`config.mk`:
```
export PLATFORM = sky130hd
export DESIGN_NAME = circular_queue_with_interleave_unit_flat
export DESIGN_NICKNAME = d
export VERILOG_FILES = /design/src/hw/rtl/cqi_pkg.sv /design/src/hw/rtl/cqi_if.sv /design/src/hw/rtl/cqi_front.sv /design/src/hw/rtl/cqi_back.sv /design/src/hw/rtl/circular_queue_with_interleave_unit.sv /design/src/flat_wrapper.sv
export SDC_FILE = /design/constraint.sdc
export NUM_CORES = 1
export LEC_CHECK = 0
export BUFFER_PORTS_ARGS = -buffer_cell sky130_fd_sc_hd__buf_2
export CORE_AREA = 2 2 315 317
export CTS_BUF_LIST = sky130_fd_sc_hd__clkbuf_2
export DETAILED_ROUTE_END_ITERATION = 12
export DIE_AREA = 0 0 317 319
export GPL_TIMING_DRIVEN = 0
export PLACE_DENSITY = 0.56
export SYNTH_ARGS = -nofsm -noshare
export SYNTH_HDL_FRONTEND = slang
export SYNTH_SLANG_ARGS = --single-unit
```
`constraint.sdc`:
```
create_clock -name clk -period 8.2 [get_ports clk]
set_input_delay 1.23 -clock clk [delete_from_list [all_inputs] [get_ports clk]]
set_output_delay 1.23 -clock clk [all_outputs]
set_load 0.01 [all_outputs]
```
`src/hw/rtl/cqi_pkg.sv`:
```
// cqi_pkg: sizes, codes, types and helper functions for the circular queue
// with interleave unit; no dependencies, compiled first
`timescale 1ns / 1ps

package cqi_pkg;

  localparam int DEPTH      = 16;
  localparam int WORD_WIDTH = 32;
  localparam int HALF_DEPTH = DEPTH / 2;
  localparam int ODD_DEPTH  = DEPTH % 2;
  localparam int IDX_W      = $clog2(DEPTH);
  localparam int CNT_W      = $clog2(DEPTH + 1);
  localparam int SIDE_W     = (HALF_DEPTH > 1) ? $clog2(HALF_DEPTH) : 1;
  localparam int STEP_W     = $clog2(HALF_DEPTH + 1);

  localparam int CMD_W    = 2;
  localparam int DATA_W   = 32;
  localparam int STATUS_W = 2;
  localparam int COUNT_W  = 5;

  typedef logic [WORD_WIDTH-1:0] word_t;

  typedef enum logic [CMD_W-1:0] {
    CMD_ENQ   = 2'd0,
    CMD_DEQ   = 2'd1,
    CMD_REARR = 2'd2,
    CMD_NONE  = 2'd3
  } cmd_t;

  typedef enum logic [1:0] {
    OP_ENQ,
    OP_DEQ,
    OP_REARR,
    OP_NOP
  } op_t;

  typedef enum logic [STATUS_W-1:0] {
    ST_OK       = 2'd0,
    ST_FULL     = 2'd1,
    ST_EMPTY    = 2'd2,
    ST_NOT_FULL = 2'd3
  } status_t;

  typedef struct packed {
    op_t   op;
    word_t word;
  } op_word_t;

  function automatic word_t to_word(input logic [DATA_W-1:0] d);
    logic [63:0] wide;
    wide = 64'(d);
    return wide[WORD_WIDTH-1:0];
  endfunction

  function automatic logic [DATA_W-1:0] from_word(input word_t w);
    logic [63:0] wide;
    wide = 64'(w);
    return wide[DATA_W-1:0];
  endfunction

  // slot of a position relative to the head, one compare and subtract
  function automatic logic [IDX_W-1:0] slot_of(input logic [IDX_W-1:0] base,
                                               input logic [IDX_W-1:0] rel);
    logic [IDX_W:0] sum;
    sum = {1'b0, base} + {1'b0, rel};
    if (sum >= (IDX_W + 1)'(DEPTH)) begin
      sum = sum - (IDX_W + 1)'(DEPTH);
    end
    return sum[IDX_W-1:0];
  endfunction

endpackage

```
`src/hw/rtl/cqi_if.sv`:
```
// cqi_cmd_if and cqi_res_if: valid/ready channels for command and result words
// depends on cqi_pkg for field widths
`timescale 1ns / 1ps

interface cqi_cmd_if import cqi_pkg::*; ();
  logic                     valid;
  logic                     ready;
  logic [CMD_W-1:0]         cmd;
  logic signed [DATA_W-1:0] data_in;

  modport source (output valid, output cmd, output data_in, input ready);
  modport sink   (input valid, input cmd, input data_in, output ready);
endinterface

interface cqi_res_if import cqi_pkg::*; ();
  logic                     valid;
  logic                     ready;
  logic signed [DATA_W-1:0] data_out;
  logic [STATUS_W-1:0]      status;
  logic [COUNT_W-1:0]       count;

  modport source (output valid, output data_out, output status, output count, input ready);
  modport sink   (input valid, input data_out, input status, input count, output ready);
endinterface

```
`src/hw/rtl/cqi_front.sv`:
```
// cqi_front: takes command words, decodes them into operations and holds
// them in a two-entry queue for the back end; depends on cqi_pkg, cqi_cmd_if
`timescale 1ns / 1ps

module cqi_front import cqi_pkg::*; (
  input  logic     clk,
  input  logic     rst,
  cqi_cmd_if.sink  cmd_ch,
  output logic     op_valid,
  output op_word_t op_out,
  input  logic     op_pop
);

  op_word_t   q [2];
  logic       wr_ptr;
  logic       rd_ptr;
  logic [1:0] fill;
  logic       push;
  logic       pop;
  op_word_t   decoded;

  always_comb begin
    decoded.word = to_word(cmd_ch.data_in);
    case (cmd_t'(cmd_ch.cmd))
      CMD_ENQ:   decoded.op = OP_ENQ;
      CMD_DEQ:   decoded.op = OP_DEQ;
      CMD_REARR: decoded.op = OP_REARR;
      default:   decoded.op = OP_NOP;
    endcase
  end

  assign cmd_ch.ready = (fill != 2'd2);
  assign push         = cmd_ch.valid && cmd_ch.ready;
  assign op_valid     = (fill != 2'd0);
  assign pop          = op_pop && op_valid;
  assign op_out       = q[rd_ptr];

  always_ff @(posedge clk) begin
    if (push) begin
      q[wr_ptr] <= decoded;
    end
  end

  always_ff @(posedge clk) begin
    if (rst) begin
      wr_ptr <= 1'b0;
      rd_ptr <= 1'b0;
      fill   <= 2'd0;
    end else begin
      if (push) begin
        wr_ptr <= ~wr_ptr;
      end
      if (pop) begin
        rd_ptr <= ~rd_ptr;
      end
      if (push && !pop) begin
        fill <= fill + 2'd1;
      end else if (pop && !push) begin
        fill <= fill - 2'd1;
      end
    end
  end

endmodule

```
`src/hw/rtl/cqi_back.sv`:
```
// cqi_back: executes queued operations on the word store and the side store,
// and holds the result word; depends on cqi_pkg, cqi_res_if
`timescale 1ns / 1ps

module cqi_back import cqi_pkg::*; (
  input  logic     clk,
  input  logic     rst,
  input  logic     op_valid,
  input  op_word_t op_in,
  output logic     op_pop,
  cqi_res_if.source res_ch
);

  typedef enum logic [2:0] {
    S_IDLE,
    S_DEQ,
    S_SPLIT,
    S_LAST_RD,
    S_LAST_WR,
    S_PAIR_RD,
    S_PAIR_E,
    S_PAIR_M
  } state_t;

  state_t              state;
  logic [IDX_W-1:0]    head;
  logic [CNT_W-1:0]    held;
  logic [STEP_W-1:0]   step;
  word_t               m_hold;
  logic                out_valid;
  logic [DATA_W-1:0]   out_data;
  status_t             out_status;
  logic [COUNT_W-1:0]  out_count;

  word_t               store [DEPTH];
  word_t               side [HALF_DEPTH];
  logic                st_we;
  logic [IDX_W-1:0]    st_waddr;
  word_t               st_wdata;
  logic [IDX_W-1:0]    st_raddr;
  word_t               st_rd;
  logic                sd_we;
  logic [SIDE_W-1:0]   sd_waddr;
  word_t               sd_wdata;
  logic [SIDE_W-1:0]   sd_raddr;
  word_t               sd_rd;

  logic                res_free;
  logic                start;
  logic                is_full;
  logic [IDX_W-1:0]    rel_m;
  logic [IDX_W-1:0]    rel_e_dst;

  assign res_free  = !out_valid || res_ch.ready;
  assign start     = (state == S_IDLE) && op_valid && res_free;
  assign op_pop    = start;
  assign is_full   = (held == CNT_W'(DEPTH));
  assign rel_m     = IDX_W'(HALF_DEPTH) + IDX_W'(step);
  assign rel_e_dst = IDX_W'(ODD_DEPTH) + IDX_W'({step, 1'b0});

  assign res_ch.valid    = out_valid;
  assign res_ch.data_out = out_data;
  assign res_ch.status   = out_status;
  assign res_ch.count    = out_count;

  // memory port control
  always_comb begin
    st_we    = 1'b0;
    st_waddr = head;
    st_wdata = st_rd;
    st_raddr = head;
    sd_we    = 1'b0;
    sd_waddr = SIDE_W'(step - 1'b1);
    sd_wdata = st_rd;
    sd_raddr = SIDE_W'(step);
    case (state)
      S_IDLE: begin
        if (start && op_in.op == OP_ENQ && !is_full) begin
          st_we    = 1'b1;
          st_waddr = slot_of(head, IDX_W'(held));
          st_wdata = op_in.word;
        end
      end
      S_SPLIT: begin
        st_raddr = slot_of(head, IDX_W'(step));
        sd_we    = (step != '0);
      end
      S_LAST_RD: begin
        st_raddr = slot_of(head, IDX_W'(DEPTH - 1));
      end
      S_LAST_WR: begin
        st_we    = 1'b1;
        st_waddr = head;
      end
      S_PAIR_RD: begin
        st_raddr = slot_of(head, rel_m);
      end
      S_PAIR_E: begin
        st_we    = 1'b1;
        st_waddr = slot_of(head, rel_e_dst);
        st_wdata = sd_rd;
      end
      S_PAIR_M: begin
        st_we    = 1'b1;
        st_waddr = slot_of(head, rel_e_dst + IDX_W'(1));
        st_wdata = m_hold;
      end
      default: begin
        st_we = 1'b0;
      end
    endcase
  end

  always_ff @(posedge clk) begin
    if (st_we) begin
      store[st_waddr] <= st_wdata;
    end
    st_rd <= store[st_raddr];
  end

  always_ff @(posedge clk) begin
    if (sd_we) begin
      side[sd_waddr] <= sd_wdata;
    end
    sd_rd <= side[sd_raddr];
  end

  always_ff @(posedge clk) begin
    if (rst) begin
      state     <= S_IDLE;
      head      <= '0;
      held      <= '0;
      step      <= '0;
      out_valid <= 1'b0;
    end else begin
      if (out_valid && res_ch.ready) begin
        out_valid <= 1'b0;
      end
      case (state)
        S_IDLE: begin
          if (start) begin
            case (op_in.op)
              OP_ENQ: begin
                out_valid <= 1'b1;
                out_data  <= '0;
                if (!is_full) begin
                  held       <= held + 1'b1;
                  out_status <= ST_OK;
                  out_count  <= COUNT_W'(held + 1'b1);
                end else begin
                  out_status <= ST_FULL;
                  out_count  <= COUNT_W'(held);
                end
              end
              OP_DEQ: begin
                if (held == '0) begin
                  out_valid  <= 1'b1;
                  out_data   <= from_word('1);
                  out_status <= ST_EMPTY;
                  out_count  <= '0;
                end else begin
                  state <= S_DEQ;
                  held  <= held - 1'b1;
                  if (held == CNT_W'(1) || head == IDX_W'(DEPTH - 1)) begin
                    head <= '0;
                  end else begin
                    head <= head + 1'b1;
                  end
                end
              end
              OP_REARR: begin
                if (!is_full) begin
                  out_valid  <= 1'b1;
                  out_data   <= '0;
                  out_status <= ST_NOT_FULL;
                  out_count  <= COUNT_W'(held);
                end else begin
                  step  <= '0;
                  state <= S_SPLIT;
                end
              end
              default: begin
                out_valid  <= 1'b1;
                out_data   <= '0;
                out_status <= ST_OK;
                out_count  <= COUNT_W'(held);
              end
            endcase
          end
        end
        S_DEQ: begin
          out_valid  <= 1'b1;
          out_data   <= from_word(st_rd);
          out_status <= ST_OK;
          out_count  <= COUNT_W'(held);
          state      <= S_IDLE;
        end
        S_SPLIT: begin
          if (step == STEP_W'(HALF_DEPTH)) begin
            step  <= '0;
            state <= (ODD_DEPTH != 0) ? S_LAST_RD : S_PAIR_RD;
          end else begin
            step <= step + 1'b1;
          end
        end
        S_LAST_RD: begin
          state <= S_LAST_WR;
        end
        S_LAST_WR: begin
          state <= S_PAIR_RD;
        end
        S_PAIR_RD: begin
          state <= S_PAIR_E;
        end
        S_PAIR_E: begin
          m_hold <= st_rd;
          state  <= S_PAIR_M;
        end
        S_PAIR_M: begin
          if (step == STEP_W'(HALF_DEPTH - 1)) begin
            out_valid  <= 1'b1;
            out_data   <= '0;
            out_status <= ST_OK;
            out_count  <= COUNT_W'(held);
            state      <= S_IDLE;
          end else begin
            step  <= step + 1'b1;
            state <= S_PAIR_RD;
          end
        end
        default: begin
          state <= S_IDLE;
        end
      endcase
    end
  end

  a_held_range: assert property (@(posedge clk) disable iff (rst)
    held <= CNT_W'(DEPTH))
    else $error("held count beyond depth");

  a_head_range: assert property (@(posedge clk) disable iff (rst)
    head <= IDX_W'(DEPTH - 1))
    else $error("head slot out of range");

  a_empty_head: assert property (@(posedge clk) disable iff (rst)
    held == '0 |-> head == '0)
    else $error("empty queue with nonzero head");

  a_rearr_stable: assert property (@(posedge clk) disable iff (rst)
    (state == S_SPLIT || state == S_LAST_RD || state == S_LAST_WR ||
     state == S_PAIR_RD || state == S_PAIR_E || state == S_PAIR_M)
    |=> $stable(held) && $stable(head))
    else $error("count or head moved during rearrange");

  a_rearr_no_result: assert property (@(posedge clk) disable iff (rst)
    (state == S_SPLIT || state == S_LAST_RD || state == S_LAST_WR ||
     state == S_PAIR_RD || state == S_PAIR_E || state == S_PAIR_M)
    |-> !out_valid)
    else $error("result pending while rearrange runs");

endmodule

```
`src/hw/rtl/circular_queue_with_interleave_unit.sv`:
```
// Circular queue of DEPTH signed words with enqueue, dequeue and a rearrange
// that interleaves the older half with the newer half of a full queue. A front
// end decodes each command word into a two-entry queue; the back end executes
// it against a word store with one write port and one read port and returns one result word per command
// through an output register. Enqueue, rejected commands and the unused
// command are settled in the idle state; dequeue adds a registered store read.
// Rearrange copies the older half to a side store, then writes the words back
// in pairs (newest word first for odd DEPTH), one at a time through the one write port of the word store.
// The front end keeps accepting up to two command words while the back end works.
`timescale 1ns / 1ps

module circular_queue_with_interleave_unit import cqi_pkg::*; (
  input  logic      clk,
  input  logic      rst,
  cqi_cmd_if.sink   cmd_ch,
  cqi_res_if.source res_ch
);

  logic     op_valid;
  op_word_t op_word;
  logic     op_pop;

  cqi_front u_front (
    .clk      (clk),
    .rst      (rst),
    .cmd_ch   (cmd_ch),
    .op_valid (op_valid),
    .op_out   (op_word),
    .op_pop   (op_pop)
  );

  cqi_back u_back (
    .clk      (clk),
    .rst      (rst),
    .op_valid (op_valid),
    .op_in    (op_word),
    .op_pop   (op_pop),
    .res_ch   (res_ch)
  );

endmodule

```
`src/flat_wrapper.sv`:
```
// flat-port wrapper written by rule: the top's interface ports become plain ports
module circular_queue_with_interleave_unit_flat import cqi_pkg::*;
  (clk, rst, cmd_ch_valid, cmd_ch_cmd, cmd_ch_data_in, cmd_ch_ready, res_ch_valid, res_ch_data_out, res_ch_status, res_ch_count, res_ch_ready);
  cqi_cmd_if cmd_ch_i ();
  cqi_res_if res_ch_i ();
  input  logic clk;
  input  logic rst;
  input wire logic [$bits(cmd_ch_i.valid)-1:0] cmd_ch_valid;
  input wire logic [$bits(cmd_ch_i.cmd)-1:0] cmd_ch_cmd;
  input wire logic [$bits(cmd_ch_i.data_in)-1:0] cmd_ch_data_in;
  output wire logic [$bits(cmd_ch_i.ready)-1:0] cmd_ch_ready;
  output wire logic [$bits(res_ch_i.valid)-1:0] res_ch_valid;
  output wire logic [$bits(res_ch_i.data_out)-1:0] res_ch_data_out;
  output wire logic [$bits(res_ch_i.status)-1:0] res_ch_status;
  output wire logic [$bits(res_ch_i.count)-1:0] res_ch_count;
  input wire logic [$bits(res_ch_i.ready)-1:0] res_ch_ready;
  assign cmd_ch_i.valid = cmd_ch_valid;
  assign cmd_ch_i.cmd = cmd_ch_cmd;
  assign cmd_ch_i.data_in = cmd_ch_data_in;
  assign cmd_ch_ready = cmd_ch_i.ready;
  assign res_ch_valid = res_ch_i.valid;
  assign res_ch_data_out = res_ch_i.data_out;
  assign res_ch_status = res_ch_i.status;
  assign res_ch_count = res_ch_i.count;
  assign res_ch_i.ready = res_ch_ready;
  circular_queue_with_interleave_unit u_core (.clk(clk), .rst(rst), .cmd_ch(cmd_ch_i), .res_ch(res_ch_i));
endmodule
```
== Word-level counts from Yosys, hierarchy flattened ==
Memories as Yosys holds them, arrays and structs flattened. A register that Yosys moved wholly into a read port is not among the register bits.
Cells that the tools add are included.

* $add $sub $neg: 21
* Order comparisons: 6
* Eq/ne operators: 29
* Mux-type cells: 68
* Bitwise gates (word level): 4
* Reduce and logical (&&, ||, !) cells: 32

{| class="wikitable"
|+ Operators by type and width
! kind !! number
|-
| one-hot mux 32 bit (3 select lines) || 2
|-
| two-way mux 32 bit || 5
|-
| one-hot mux 32 bit (2 select lines) || 1
|-
| two-way mux 4 bit || 13
|-
| one-hot mux 4 bit (3 select lines) || 3
|-
| greater-or-equal comparator 5 bit (second input constant) || 6
|-
| two-way mux 5 bit || 6
|-
| one-hot mux 5 bit (3 select lines) || 2
|-
| adder 4 x 4 -> 5 bit || 5
|-
| one-hot mux 3 bit (8 select lines) || 1
|-
| subtractor 4 x 1 -> 4 bit (second input constant) || 6
|-
| one-hot mux 2 bit (3 select lines) || 3
|-
| two-way mux 1 bit || 16
|-
| two-way mux 3 bit || 5
|-
| inequality test 2 bit (second input constant) || 7
|-
| adder 4 x 1 -> 4 bit (second input constant) || 3
|-
| == test 3 bit (second input constant) || 4
|-
| two-way mux 2 bit || 6
|-
| inequality test 3 bit (second input constant) || 4
|-
| one-hot mux 5 bit (2 select lines) || 1
|-
| AND reduction 5 bit || 2
|-
| logical AND 1 bit || 9
|-
| == test 4 bit (second input constant) || 2
|-
| AND reduction 4 bit || 2
|-
| other kinds (31) || 46
|}

* Flip-flop bits (word level): 92
* Memory bits (writable): 836
* Input bits: 38
* Output and inout bits: 41
* Logic and storage cells: 175
* Memories kept: 3

{| class="wikitable"
|+ Memories
! name !! words !! width !! rd ports !! clocked after Yosys merged registers in !! write ports !! line !! text
|-
| u_core.u_back.store || 16 || 32 || 1 || 1 || 1 || cqi_back.sv:35 || <nowiki>word_t store [DEPTH];</nowiki>
|-
| u_core.u_back.side || 8 || 32 || 1 || 1 || 1 || cqi_back.sv:36 || <nowiki>word_t side [HALF_DEPTH];</nowiki>
|-
| u_core.u_front.q || 2 || 34 || 1 || 1 || 1 || cqi_front.sv:14 || <nowiki>op_word_t q [2];</nowiki>
|}

== Depth between registers and ports, before layout ==
* Depth in word-level cells: 9
* Depth in mapped cells: 15
* Gate-level depth less buffers: 12

== Modules after synthesis ==
From an unflattened synthesis, not the netlist that was laid out.

* Cell total of the unflattened synthesis: 2448
* Area, all modules: 39146.3 sq um

{| class="wikitable"
|+ Modules (own cells, without submodules)
! module !! times used !! cells an instance !! area each (sq um) !! seq. area each (sq um)
|-
| cqi_back || 1 || 2316 || 36463.7 || 26815.7
|-
| cqi_front || 1 || 132 || 2682.6 || 2142.1
|}

== Worst setup path before layout ==
Ideal clock, no wire load.

* Path type: input port to flip-flop
* From: input port res_ch_ready
* To: register u_core.u_back.out_count[0], in the netlist u_core.u_back.res_ch.count[0] (enable)
* Library setup time: 495 ps
* Arrival time: 4773 ps
* Data required time: 7705 ps
* Setup slack: 2933 ps
* Stages: 5
* Buffers on the path: 1
* Cells stage by stage: nand2b_1 -> o211a_4 -> buf_2 -> o21ai_0 -> a211oi_1

* Cells in the longest elaborated chain, start to end: 4

{| class="wikitable"
|+ RTL lines
! what !! line !! text
|-
| from (decl) || flat_wrapper.sv:16 || <nowiki>input wire logic [$bits(res_ch_i.ready)-1:0] res_ch_ready;</nowiki>
|-
| logical OR 1 bit || cqi_back.sv:54 || <nowiki>assign res_free = !out_valid || res_ch.ready;</nowiki>
|-
| logical AND 1 bit || cqi_back.sv:55 || <nowiki>assign start = (state == S_IDLE) && op_valid && res_free;</nowiki>
|-
| inequality test 2 bit (no source line) || - ||
|-
| AND reduction 6 bit (no source line) || - ||
|-
| to (signal assigned) || cqi_back.sv:149 || <nowiki>out_count <= COUNT_W'(held + 1'b1);</nowiki>
|-
| to (signal assigned) || cqi_back.sv:152 || <nowiki>out_count <= COUNT_W'(held);</nowiki>
|-
| to (signal assigned) || cqi_back.sv:176 || <nowiki>out_count <= COUNT_W'(held);</nowiki>
|-
| to (decl) || cqi_back.sv:33 || <nowiki>logic [COUNT_W-1:0] out_count;</nowiki>
|}

Every way passes these cells.
A chain may end at the register's enable or synchronous reset.

== Worst setup path after layout ==
* From: register u_core.u_back.step[1]
* To: register u_core.u_back.st_rd[22], in the netlist u_core.u_back.sd_wdata[22] (read register of u_core.u_back.store)

* Cells in the longest elaborated chain, start to end: 5
* Elaborated cells between the ends (all ways): 10
* Those cells by class: add/sub: 5; order compare: 2; mux: 3

{| class="wikitable"
|+ RTL lines
! what !! line !! text
|-
| from (decl) || cqi_back.sv:28 || <nowiki>logic [STEP_W-1:0] step;</nowiki>
|-
| from (signal assigned) || cqi_back.sv:203 || <nowiki>step <= step + 1'b1;</nowiki>
|-
| from (signal assigned) || cqi_back.sv:227 || <nowiki>step <= step + 1'b1;</nowiki>
|-
| adder 4 bit || cqi_back.sv:58 || <nowiki>assign rel_m = IDX_W'(HALF_DEPTH) + IDX_W'(step);</nowiki>
|-
| adder 4 x 4 -> 5 bit || cqi_pkg.sv:65 || <nowiki>sum = {1'b0, base} + {1'b0, rel};</nowiki>
|-
| subtractor 4 x 1 -> 4 bit or greater-or-equal comparator 5 bit (tied branches) || cqi_pkg.sv:67, cqi_pkg.sv:66 ||
|-
| two-way mux 4 bit || cqi_pkg.sv:66 || <nowiki>if (sum >= (IDX_W + 1)'(DEPTH)) begin</nowiki>
|-
| one-hot mux 4 bit (3 select lines) (*) || cqi_back.sv:76 || <nowiki>case (state)</nowiki>
|-
| to (decl) || cqi_back.sv:41 || <nowiki>word_t st_rd;</nowiki>
|}

Mark *: on every way between the ends. The rest lies on a longest branch, timed or not.

==> results.txt <==
The run finished with clean final reports. Using the TritonRoute via totals, the vias-per-cell ratio works out to 5.34. The met3 global-route usage was 4.14%.

The routed layout has 23400 vias. The tools report the final setup TNS as 0 ns. In the synthesized netlist the async set-or-reset flop fraction comes to 0%.

Clock latency on the worst-skew pair, taken at its later pin, is 1.54 ns. The run gives 38800 µm² as the netlist area before placement. The initial antenna violation count is 7. The logs give 2566 for the post-synthesis net count and 150 mm for the global-route wire length before repair. For the iteration-0 DRC count of the detailed router, the log shows 2169. Sequential cells were found to cover 74.6% of the synthesized design area.

Synthesized instance count: 2505. Across the run, the number of max-cap violations was 0. Summing all flip-flop and latch instances after layout gives 29000 µm². The layout has 8720 filler cells. The run gives 26 as the largest net degree at the start of global routing. The buffer levels on the longest clock path is 3, and the number of gates given a new drive strength after cts is 0. The run gives 6 as the detailed-routing iteration count for the pre-antenna-repair pass. For this run, design rule violations remaining after detail routing come to 0. Dividing total power by cell area gives a power density of 276 nW/µm². In the final layout, the share of cells above drive strength 1 is 21.1%. Counting I/O delays and the setup requirement, the final critical path takes 5.41 ns.

For this run, the post-layout net count is 2960. For the worst setup path, the data arrival time is 6.68 ns. In the global route stage, overall resource usage came out at 20.2%. The worst setup path is launched from a flop.

The estimated wirelength of the detail-placed design was 69.1 mm. For the pin with the worst max-slew slack, the measured transition is 1.41 ns. The required time of the critical path came out at 9.47 ns. The startpoint-to-endpoint class of the critical path was reg -> reg. Number of H-tree branching levels: 4. The overall power consumption is 12300 µW, and the number of enable-type register cells in the synthesized netlist is 907. In this run the worst setup path begins at u_core.u_back.step[1]. Dividing the detail-routed wire length by the instance count gives 23.2 µm.

The effective utilization at floorplan was 39.7%; the clock input transition at the sequential cells of the worst setup and hold paths was 0.11 ns. The met1 capacity usage during global routing was 26.0%. Setup repair after global routing left no endpoint under its margin. The total of warnings raised by yosys came out at 0. The area growth from synthesis to final layout was 14.7%.

The core region is 97700 µm². The highest ir drop seen on vdd was 0.0986 mV; the fraction of the cycle the final worst path needs was 66.0%. The logs give 9440 µm² for the combined area of the multi-input logic cells and 24000 for the number of global-route vias before repair. The routed design has 102 mm of wire. A synthesized cell averages 15.5 µm². The number of pins with negative max-slew slack in the final report is 0, and the count of antenna-violating nets left after detailed routing is 0. The peak fanout along the critical path was 10; the global-route congestion overflow total was 0. The number of hold violations in the final report is 0. Counting flops and latches in the post-synthesis netlist gives 993. The y dimension of the die was 319 µm. The layer flagged by global routing as most heavily used is met2.

The floorplan step defined a die boundary enclosing 101000 µm². The element type at the critical path end is a flop. Setup violations remaining at the end of the flow were counted as 0. The die extent in x is 317 µm. In this run the most critical hold path is launched from cmd_ch_cmd[0].

The row count was 115. CTS saw 993 sinks. The relative slew slack is 5.76%. The logs give 235 for the clock buffer count from CTS and 33.7% for the met2 global-route usage. TritonCTS built the clock tree.

The origin of the critical flop-to-flop path is u_core.u_back.step[1]. Port buffering added 76 buffers. For the leakage power total, the log shows 0.0156 µW.

At the end of routability-driven placement, the weighted congestion stood at 0.828. Pin placement for this block handled 79 I/O pins. Among all flip-flop cells after synthesis, the most frequent one is sky130_fd_sc_hd__edfxtp_1.

Across the routed clock network, the largest skew measured is 0.127 ns. For this run, the top clock speed supported by timing is 0.185 GHz. Number of distinct library cell variants in the gate-level netlist after synthesis: 67. CTS placed an instance of sky130_fd_sc_hd__clkbuf_2 at the clock tree root. The worst hold path belongs to the class in -> reg.
==> through the flow <==
stage / utilization, % / cells / hold WS, ns / setup WS (ns) / instance area, µm²
2_1_floorplan: - / 2505 / 0.481 / 2.93 / 38800
3_3_place_gp: 41.8 / 3868 / 0.491 / 0.0921 / 40800
3_5_place_dp: 42.7 / 3911 / 0.518 / 2.99 / 41700
4_1_cts: 45.5 / 4391 / 0.279 / 2.88 / 44400
5_1_grt: 45.6 / 4393 / 0.418 / 2.63 / 44500
6_report: 45.6 / 4393 / 0.513 / 2.79 / 44500
==> repair_timing <==
item,4_1_cts,5_1_grt
buffers inserted,0,0
endpoints found under the hold margin,73,0
hold buffers,37,0
==> layout by cell type (no fill, tap or decap), types with 46 or more instances in the layout <==
master                     netlist  routed
sky130_fd_sc_hd__nor2_1        246     225
sky130_fd_sc_hd__o221ai_1       65      46
sky130_fd_sc_hd__edfxtp_1      907     907
sky130_fd_sc_hd__buf_2          26     102
sky130_fd_sc_hd__mux2i_1       166     166
sky130_fd_sc_hd__clkbuf_1       90      90
sky130_fd_sc_hd__dfxtp_1        86      86
sky130_fd_sc_hd__clkbuf_2        0     342
sky130_fd_sc_hd__clkinv_1        1      74
sky130_fd_sc_hd__nand2_1       380     380
sky130_fd_sc_hd__nand3_1        75      75
sky130_fd_sc_hd__mux4_2         64      64
==> kinds of logic after synthesis <==
group,synth area share [%]
adder cells (fa/ha/maj),0.819
AND/OR/NAND/NOR,8.04
AO/OA/AOI/OAI,6.21
XOR/XNOR,0.406
multiplexers,8.02
buffers and inverters,1.92
flip-flops,74.6
==> final timing paths <==
kind	slack, ns	to	cells past startpoint
max reg2reg	2.79	u_core.u_back.sd_wdata[22]	12
min	0.51	u_core.u_front.q[1][32]	2
max	2.79	u_core.u_back.sd_wdata[22]	12
min reg2reg	0.54	flop	2
==> flip-flops by register name, summed over array words and instances (netlist names), named ones only <==
| name | count |
|---|---|
| u_core.u_back.head | 4 |
| u_core.u_front.wr_ptr | 1 |
| u_core.u_back.m_hold | 32 |
| u_core.u_back.state | 3 |
| u_core.u_back.res_ch.status | 2 |
| u_core.u_back.side | 256 |
| u_core.u_back.sd_rd | 32 |
| u_core.u_back.step | 4 |
| u_core.u_back.res_ch.valid | 1 |
| u_core.u_back.store | 512 |
| u_core.u_back.res_ch.count | 5 |
| u_core.u_back.sd_wdata | 32 |
| u_core.u_front.fill | 2 |
| u_core.u_back.res_ch.data_out | 32 |
| u_core.u_back.held | 5 |
| u_core.u_front.rd_ptr | 1 |
| u_core.u_front.q | 68 |
==> Yosys cell counts (all sizes together) (2+ instances only) <==
cell type	instances	area share (%)
edfxtp	907	70
nand2	380	3.7
nor2	247	2.4
mux2i	166	4.3
clkbuf	90	0.87
dfxtp	86	4.4
nand3	75	0.97
o221ai	65	1.5
mux4	64	3.7
buf	62	0.88
a211oi	39	0.77
a21o	37	0.72
a31oi	37	0.60
a221oi	36	0.83
a32oi	33	0.76
o21ai	24	0.31
a21oi	22	0.29
ha	19	0.61
inv	17	0.16
nor3	12	0.18
xor2	10	0.23
xnor2	8	0.18
and3	7	0.11
nand2b	6	0.097
and2	4	0.064
fa	4	0.21
nand3b	4	0.11
nor2b	4	0.064
a21boi	3	0.058
a311oi	3	0.068
nand4	3	0.048
o211ai	3	0.058
or4	3	0.058
and4bb	2	0.064
nor3b	2	0.052
nor4bb	2	0.052
o21a	2	0.039
or3	2	0.032
==> worst max-delay path: stages, from the launching register on <==
cell and delay (ns):
sky130_fd_sc_hd__dfxtp_1 0.60, sky130_fd_sc_hd__buf_1 0.53, sky130_fd_sc_hd__clkbuf_1 0.71, sky130_fd_sc_hd__inv_1 0.26, sky130_fd_sc_hd__nand2_1 0.16, sky130_fd_sc_hd__inv_1 0.06
sky130_fd_sc_hd__fa_1 0.48, sky130_fd_sc_hd__a21oi_2 0.50, sky130_fd_sc_hd__nor2_2 0.24, sky130_fd_sc_hd__o21ai_1 0.39, sky130_fd_sc_hd__clkbuf_1 0.55, sky130_fd_sc_hd__o221ai_1 0.24
sky130_fd_sc_hd__mux2i_1 0.48
==> routing by layer <==
layer | vias up | wire length [µm]
li1 | 10600 | -
met1 | 11800 | 41800
met2 | 896 | 50400
met3 | 169 | 7260
met4 | 0 | 2630
met5 | - | 0
==> report_power, final <==
part           switching [µW]  internal (µW)
sequential                266           6420
clock                    2010           1300
combinational            1640            662
total                    3920           8380
==> area by class of cell <==
cell class                      count  share of cell area [%]
Timing Repair Buffer              157                    3.32
Tap cell                         1287                    3.62
Multi-Input combinational cell   1342                    21.2
Buffer                            152                    1.52
Antenna cell                        1                 0.00562
Clock inverter                    101                    1.33
Inverter                           18                   0.152
Clock buffer                      342                    3.84
Sequential cell                   993                    65.0
No activity file was read; power rests on OpenSTA's default activity.
